==> src/hw/rtl/tpcfg_pkg.sv <==
// ----------------------------------------------------------------------------
// tpcfg_pkg
// Types, frame constants and the byte selection function shared by the
// timepulse configuration frame builder and its checksum stage.
// ----------------------------------------------------------------------------
package tpcfg_pkg;

  localparam int FRAME_LEN = 40;
  localparam int POS_W     = 6;

  localparam logic [7:0] SYNC_1      = 8'hB5;
  localparam logic [7:0] SYNC_2      = 8'h62;
  localparam logic [7:0] MSG_CLASS   = 8'h06;
  localparam logic [7:0] MSG_ID      = 8'h31;
  localparam logic [7:0] LEN_LO      = 8'h20;
  localparam logic [7:0] LEN_HI      = 8'h00;

  localparam logic [POS_W-1:0] CK_FIRST = POS_W'(2);
  localparam logic [POS_W-1:0] CK_A_POS = POS_W'(38);
  localparam logic [POS_W-1:0] CK_B_POS = POS_W'(FRAME_LEN - 1);

  typedef struct packed {
    logic               pulse_select;
    logic [7:0]         reserved_byte;
    logic signed [15:0] antenna_delay_ns;
    logic signed [15:0] rf_delay_ns;
    logic [31:0]        period_unlocked;
    logic [31:0]        period_locked;
    logic [31:0]        length_unlocked;
    logic [31:0]        length_locked;
    logic signed [31:0] user_delay_ns;
    logic [31:0]        mode_flags;
  } settings_t;

  typedef struct packed {
    logic [7:0]       frame_byte;
    logic [POS_W-1:0] byte_position;
    logic             last_byte;
  } result_t;

  // One frame byte travelling between the selection and checksum stages.
  typedef struct packed {
    logic             valid;
    logic [7:0]       data;
    logic [POS_W-1:0] pos;
  } beat_t;

  // Byte of the frame at a given position; the checksum positions read as
  // zero here and are filled in by the checksum stage.
  function automatic logic [7:0] frame_byte_at(input settings_t s,
                                               input logic [POS_W-1:0] pos);
    logic [7:0] b;
    b = 8'h00;
    unique case (pos)
      6'd0:  b = SYNC_1;
      6'd1:  b = SYNC_2;
      6'd2:  b = MSG_CLASS;
      6'd3:  b = MSG_ID;
      6'd4:  b = LEN_LO;
      6'd5:  b = LEN_HI;
      6'd6:  b = {7'b0, s.pulse_select};
      6'd7:  b = s.reserved_byte;
      6'd10: b = s.antenna_delay_ns[7:0];
      6'd11: b = s.antenna_delay_ns[15:8];
      6'd12: b = s.rf_delay_ns[7:0];
      6'd13: b = s.rf_delay_ns[15:8];
      6'd14: b = s.period_unlocked[7:0];
      6'd15: b = s.period_unlocked[15:8];
      6'd16: b = s.period_unlocked[23:16];
      6'd17: b = s.period_unlocked[31:24];
      6'd18: b = s.period_locked[7:0];
      6'd19: b = s.period_locked[15:8];
      6'd20: b = s.period_locked[23:16];
      6'd21: b = s.period_locked[31:24];
      6'd22: b = s.length_unlocked[7:0];
      6'd23: b = s.length_unlocked[15:8];
      6'd24: b = s.length_unlocked[23:16];
      6'd25: b = s.length_unlocked[31:24];
      6'd26: b = s.length_locked[7:0];
      6'd27: b = s.length_locked[15:8];
      6'd28: b = s.length_locked[23:16];
      6'd29: b = s.length_locked[31:24];
      6'd30: b = s.user_delay_ns[7:0];
      6'd31: b = s.user_delay_ns[15:8];
      6'd32: b = s.user_delay_ns[23:16];
      6'd33: b = s.user_delay_ns[31:24];
      6'd34: b = s.mode_flags[7:0];
      6'd35: b = s.mode_flags[15:8];
      6'd36: b = s.mode_flags[23:16];
      6'd37: b = s.mode_flags[31:24];
      default: b = 8'h00;
    endcase
    return b;
  endfunction

endpackage

==> src/hw/rtl/tpcfg_checksum.sv <==
// ----------------------------------------------------------------------------
// tpcfg_checksum
// Running Fletcher sums over the frame bytes and the registered result beat.
// ----------------------------------------------------------------------------
module tpcfg_checksum (
  input  logic               clk,
  input  logic               rst,
  input  tpcfg_pkg::beat_t   beat_in,
  output logic               strobe,
  output tpcfg_pkg::result_t result
);

  tpcfg_pkg::beat_t beat_b;
  logic [7:0]       ck_a;
  logic [7:0]       ck_b;
  logic [7:0]       ck_a_next;
  logic [7:0]       ck_b_next;
  logic [7:0]       data_next;
  logic             in_range;

  // Sums restart on the sync bytes and cover the class byte up to the last
  // payload byte.
  always_comb begin
    in_range  = (beat_in.pos >= tpcfg_pkg::CK_FIRST) && (beat_in.pos < tpcfg_pkg::CK_A_POS);
    ck_a_next = ck_a;
    ck_b_next = ck_b;
    data_next = beat_in.data;
    if (beat_in.pos < tpcfg_pkg::CK_FIRST) begin
      ck_a_next = 8'h00;
      ck_b_next = 8'h00;
    end else if (in_range) begin
      ck_a_next = ck_a + beat_in.data;
      ck_b_next = ck_b + ck_a_next;
    end
    if (beat_in.pos == tpcfg_pkg::CK_A_POS) begin
      data_next = ck_a;
    end else if (beat_in.pos == tpcfg_pkg::CK_B_POS) begin
      data_next = ck_b;
    end
  end

  always_ff @(posedge clk) begin
    if (beat_in.valid) begin
      ck_a <= ck_a_next;
      ck_b <= ck_b_next;
    end
    beat_b.data <= data_next;
    beat_b.pos  <= beat_in.pos;
    result.frame_byte    <= beat_b.data;
    result.byte_position <= beat_b.pos;
    result.last_byte     <= (beat_b.pos == tpcfg_pkg::CK_B_POS);
    if (rst) begin
      beat_b.valid <= 1'b0;
      strobe       <= 1'b0;
    end else begin
      beat_b.valid <= beat_in.valid;
      strobe       <= beat_b.valid;
    end
  end

endmodule

==> src/hw/rtl/timepulse_config_frame_builder.sv <==
// ----------------------------------------------------------------------------
// timepulse_config_frame_builder
// Turns one set of timepulse settings into a 40-byte configuration frame
// with sync, header, little-endian payload and Fletcher checksum.
// ----------------------------------------------------------------------------
// Usage. A settings beat is presented on settings with start high; it is
// taken at the rising edge where start is high and busy is low. The block
// answers with 40 result beats, one per cycle, each marked by strobe for a
// single cycle and carrying the frame byte, its position 0 to 39 and a flag
// on the second checksum byte.
// The settings of a frame pass from the holding register into the
// serialiser and then through the register stages below before its first
// byte is strobed, provided no earlier frame is still going out. Frames
// follow each other on the byte-wide result channel with no gap. A holding
// register takes the next settings beat while the current frame is
// serialised, and busy is high only while that holding register is occupied.
// The frame moves through three register stages: byte selection from the
// frame counter, checksum accumulation, and the output register.
// Reset clears the holding register, the serialiser and every valid flag;
// no strobe is issued until new settings arrive. The receiver cannot stall
// the result channel, so no result is ever held back.
// ----------------------------------------------------------------------------
module timepulse_config_frame_builder (
  input  logic                 clk,
  input  logic                 rst,
  input  logic                 start,
  output logic                 busy,
  input  tpcfg_pkg::settings_t settings,
  output logic                 strobe,
  output tpcfg_pkg::result_t   result
);

  // Holding register for the next settings beat.
  tpcfg_pkg::settings_t pend;
  logic                 pend_valid;

  // Settings of the frame being serialised and its byte counter.
  tpcfg_pkg::settings_t cur;
  logic                 cur_active;
  logic [tpcfg_pkg::POS_W-1:0] cnt;

  // First pipeline stage: the selected byte and its position.
  tpcfg_pkg::beat_t beat_a;

  logic accept;
  logic cur_done;

  assign busy     = pend_valid;
  assign accept   = start && !pend_valid;
  // The serialiser is free for new settings when idle or on its last byte.
  assign cur_done = !cur_active || (cnt == tpcfg_pkg::CK_B_POS);

  always_ff @(posedge clk) begin
    if (accept) begin
      pend <= settings;
    end
    if (cur_done && pend_valid) begin
      cur <= pend;
    end
    beat_a.data <= tpcfg_pkg::frame_byte_at(cur, cnt);
    beat_a.pos  <= cnt;
    if (rst) begin
      pend_valid   <= 1'b0;
      cur_active   <= 1'b0;
      cnt          <= '0;
      beat_a.valid <= 1'b0;
    end else begin
      beat_a.valid <= cur_active;
      // A move out of the holding register and a new accept never coincide,
      // since accept needs the holding register empty.
      if (accept) begin
        pend_valid <= 1'b1;
      end else if (cur_done && pend_valid) begin
        pend_valid <= 1'b0;
      end
      if (!cur_done) begin
        cnt <= cnt + 1'b1;
      end else if (pend_valid) begin
        cnt        <= '0;
        cur_active <= 1'b1;
      end else begin
        cnt        <= '0;
        cur_active <= 1'b0;
      end
    end
  end

  tpcfg_checksum u_checksum (
    .clk     (clk),
    .rst     (rst),
    .beat_in (beat_a),
    .strobe  (strobe),
    .result  (result)
  );

endmodule

==> config.mk <==
export PLATFORM = sky130hd
export DESIGN_NAME = timepulse_config_frame_builder
export DESIGN_NICKNAME = d
export VERILOG_FILES = /design/src/hw/rtl/tpcfg_pkg.sv /design/src/hw/rtl/tpcfg_checksum.sv /design/src/hw/rtl/timepulse_config_frame_builder.sv
export SDC_FILE = /design/constraint.sdc
export NUM_CORES = 1
export LEC_CHECK = 0
export BUFFER_PORTS_ARGS = -buffer_cell sky130_fd_sc_hd__buf_4
export CORE_UTILIZATION = 50
export DETAILED_ROUTE_END_ITERATION = 12
export PLACE_DENSITY = 0.71
export REMOVE_ABC_BUFFERS = 1
export SYNTH_ARGS = -nofsm -noshare
export SYNTH_HDL_FRONTEND = slang
export SYNTH_SLANG_ARGS = --single-unit
==> constraint.sdc <==
create_clock -name clk -period 37.7 [get_ports clk]
set_input_delay 1.885 -clock clk [delete_from_list [all_inputs] [get_ports clk]]
set_output_delay 1.885 -clock clk [all_outputs]
set_load 0.05 [all_outputs]
==> run_results.csv <==
group,metric,value,unit
floorplanning,core,35700,µm²
clock_tree,post_cts_buffers,0,
clock_tree,cts_buffer_depth,3,
logic_synthesis,synth_top_area_share,79.2,%
detailed_routing,ant_nets,0,
critical_path,cpMaxStageDelayCell,"buf_4",
timing,final.setup.worst_slack,34210,ps
clock_tree,post_cts_resized,0,
job,timing.max_cap.violations,0,
final_layout,multiInputGateArea,2580,µm²
logic_synthesis,synth_cell_types,58,
outcome,outcome,"complete, but fails checks",
timing,fin_worst_skew,18.3,ps
clock_tree,clock_latency,580,ps
clock_tree,clockRootBuffer,"clkbuf_16",
place,dpl.hpwl,27.2,mm
critical_path,r2r_cells,5,
global_route,grt_pass1_wl,57.3,mm
timing,max_slew.worst_pin.slew,1230,ps
clock_tree,cts.htree.levels,2,
timing,period_needed,3490,ps
timing,fmax,287,MHz
power,irDropWorstVdd,0.0364,mV
detailed_routing,route.detailed.drc,8,
final_layout,area_delta_synth_final,23.0,%
final_layout,drive_gt1_share,27.9,%
timing,fin_crit_sh,9.25,%
floorplanning,io_pins,253,
floorplanning,num_rows,69,
logic_synthesis,synth_top_flop_cell,"edfxtp_1",
critical_path,crit_top_cell,"buf_4",
detailed_routing,dr.pass1.iters,10,
timing,slew_viol_final,0,
detailed_routing,num_vias,9683,
place,portBuffers,252,
clock_tree,cts_buffers,51,
logic_synthesis,syn-instance-count,944,
critical_path,critPathKind,"input port to flop",
global_route,antenna_found_initial,0,
final_layout,final_area,22500,µm²
clock_tree,holdBufCountCts,0,
global_route,grt_max_degree,157,
floorplanning,initial_core_util,51.1,%
logic_synthesis,ys_warn_count,0,
floorplanning,dieArea,37300,µm²
final_layout,register_area,15600,µm²
logic_synthesis,synth_edf_count,482,
timing,setup_viol,0,
final_layout,diodes,0,
power,power.leakage,0.00806,µW
logic_synthesis,netlist_top_cells_area,"edfxtp_1 (79%), dfxtp_1 (5.9%), a22oi_1 (3.1%), ha_1 (1.2%), nand2_1 (0.97%)",
place,placed_cell_area,20700,µm²
logic_synthesis,synth_seq_cells,536,
worst_hold_path,min_path_type,"flop to flop",
global_route,grtUsageTotal,21.9,%
detailed_routing,wire_per_inst,23.2,µm
global_route,grt-ovfl-total,0,
clock_tree,clkSinkCount,536,
final_layout,fillers,2419,
floorplanning,die_y,193,µm
place,dp_slack,33580,ps
critical_path,cp.arrival,3680,ps
outcome,violations,"design-rule violations",
detailed_routing,vias_per_cell,5.56,
critical_path,startpoint_type,"input port",
logic_synthesis,yosysTopAreaCell,"edfxtp_1",
place,gp_congestion,0.820,
power,power.density,57.4,nW/µm²
timing,setup_tns,0,ps
logic_synthesis,async_flop_share,0,%
timing,slew_headroom,18.0,%
final_layout,fin_nets,1494,
logic_synthesis,synth_area_per_cell,19.3,µm²
clock_tree,cts_tree,"done",
critical_path,slowest_delay,890,ps
detailed_routing,drtIter0Drc,1048,
critical_path,cp-end-kind,"flop",
timing,finalHoldViolCount,0,
critical_path,required,37890,ps
worst_hold_path,hold_depth,0,
floorplanning,die_w,193,µm
clock_tree,clk_pin_slew,60,ps
detailed_routing,routed_wl,40.3,mm
timing,rsz0062_at_grt,"false",
critical_path,critPathMaxFanout,156,
logic_synthesis,yosysSeqAreaShare,85.2,%
global_route,grt_pass1_vias,9579,
logic_synthesis,synth_area,18300,µm²
critical_path,cp_cell_sequence,"buf_4 > nor2b_4 > buf_12 > buf_4",
Yosys cell counts (3+ instances only):
cell type  instances
a32o_1             3
dfxtp_1           54
o21ai_0           16
nand3_1           13
nand4_1            9
xor2_1             8
nor3_1            13
nor4_1             5
and4_1             3
inv_1             10
nor2_1            42
a22o_1             4
xnor2_1           10
clkbuf_1          12
a32oi_1            5
nand2_1           47
mux2i_1           10
and2_1             6
nand3b_1           3
a22oi_1           75
nor2b_1           13
a221oi_1           9
a21oi_1           11
edfxtp_1         482
ha_1              18
and3_1             5
buf_2              5
a222oi_1           8
nor2_2             6
routing by layer:
metal | track usage (%) | wire length [µm] | vias to the layer above
met3 | 5.07 | 3570 | 59
met5 | 0 | 0 | -
met2 | 35.7 | 19700 | 495
li1 | - | - | 4363
met1 | 29.2 | 16000 | 4766
met4 | 7.54 | 1090 | 0
cells by family (layout without fill, tap and decap cells):
logic type               count (synthesis)  count (layout)  share of synthesized area, %
AO/OA/AOI/OAI                          147             147                          5.99
XOR/XNOR                                18              18                         0.863
adder cells (fa/ha/maj)                 20              20                          1.45
buffers and inverters                   31             367                         0.829
flip-flops                             536             536                          85.2
multiplexers                            10              10                         0.548
AND/OR/NAND/NOR                        182             182                          5.14
critical path: cells and delay by family:
kind / cells / cell delay, ps
AND/OR/NAND/NOR: 1 / 150
buffers and inverters: 3 / 1570
final timing paths:
path / start / to / slack (ps)
setup / recovery: start / pend[13] / 34210
hold / removal: u_checksum.beat_b[12] / u_checksum.result[13] / 330
setup reg to reg: cnt[2] / cur[146] / 34270
hold reg to reg: u_checksum.beat_b[12] / u_checksum.result[13] / 330
through the flow:
stage / util [%] / total power [µW] / cells / hold slack [ps]
after floorplan: - / 758 / 923 / 310
after global placement: 58.0 / 780 / 1646 / 310
after detailed placement: 58.0 / 782 / 1646 / 312
after CTS: 62.8 / 1300 / 1741 / 326
after global routing: 62.8 / 1330 / 1741 / 343
final: 62.8 / 1290 / 1741 / 325
state kept, by name, summed over array words and instances (netlist names):
name and cells:
beat_a 15, busy 1, cnt 6, cur 233, cur_active 1, pend 233
u_checksum.beat_b 15, u_checksum.ck_a 8, u_checksum.ck_b 8, u_checksum.result 15, u_checksum.strobe 1
where the power goes:
group | internal [µW] | switching, µW
Clock | 312 | 207
Combinational | 26.8 | 37.5
Sequential | 693 | 12.2
cell usage in the layout (no fill, tap or decap), drive strengths merged, types with 12 or more instances in the layout:
master / count
clkinv: 15
dfxtp: 54
buf: 262
nand2: 48
clkbuf: 71
nand3: 13
inv: 12
nor2: 48
o21ai: 16
ha: 18
nor2b: 13
nor3: 13
edfxtp: 482
a22oi: 75
area by class of cell:
class / instances / area share (%)
multi-input combinational: 377 / 11.5
tap: 461 / 2.57
sequential: 536 / 69.3
clock buffer: 71 / 6.33
timing repair buffer: 262 / 8.81
clock inverter: 24 / 1.38
inverter: 10 / 0.167
No activity file was read; power rests on OpenSTA's default activity.
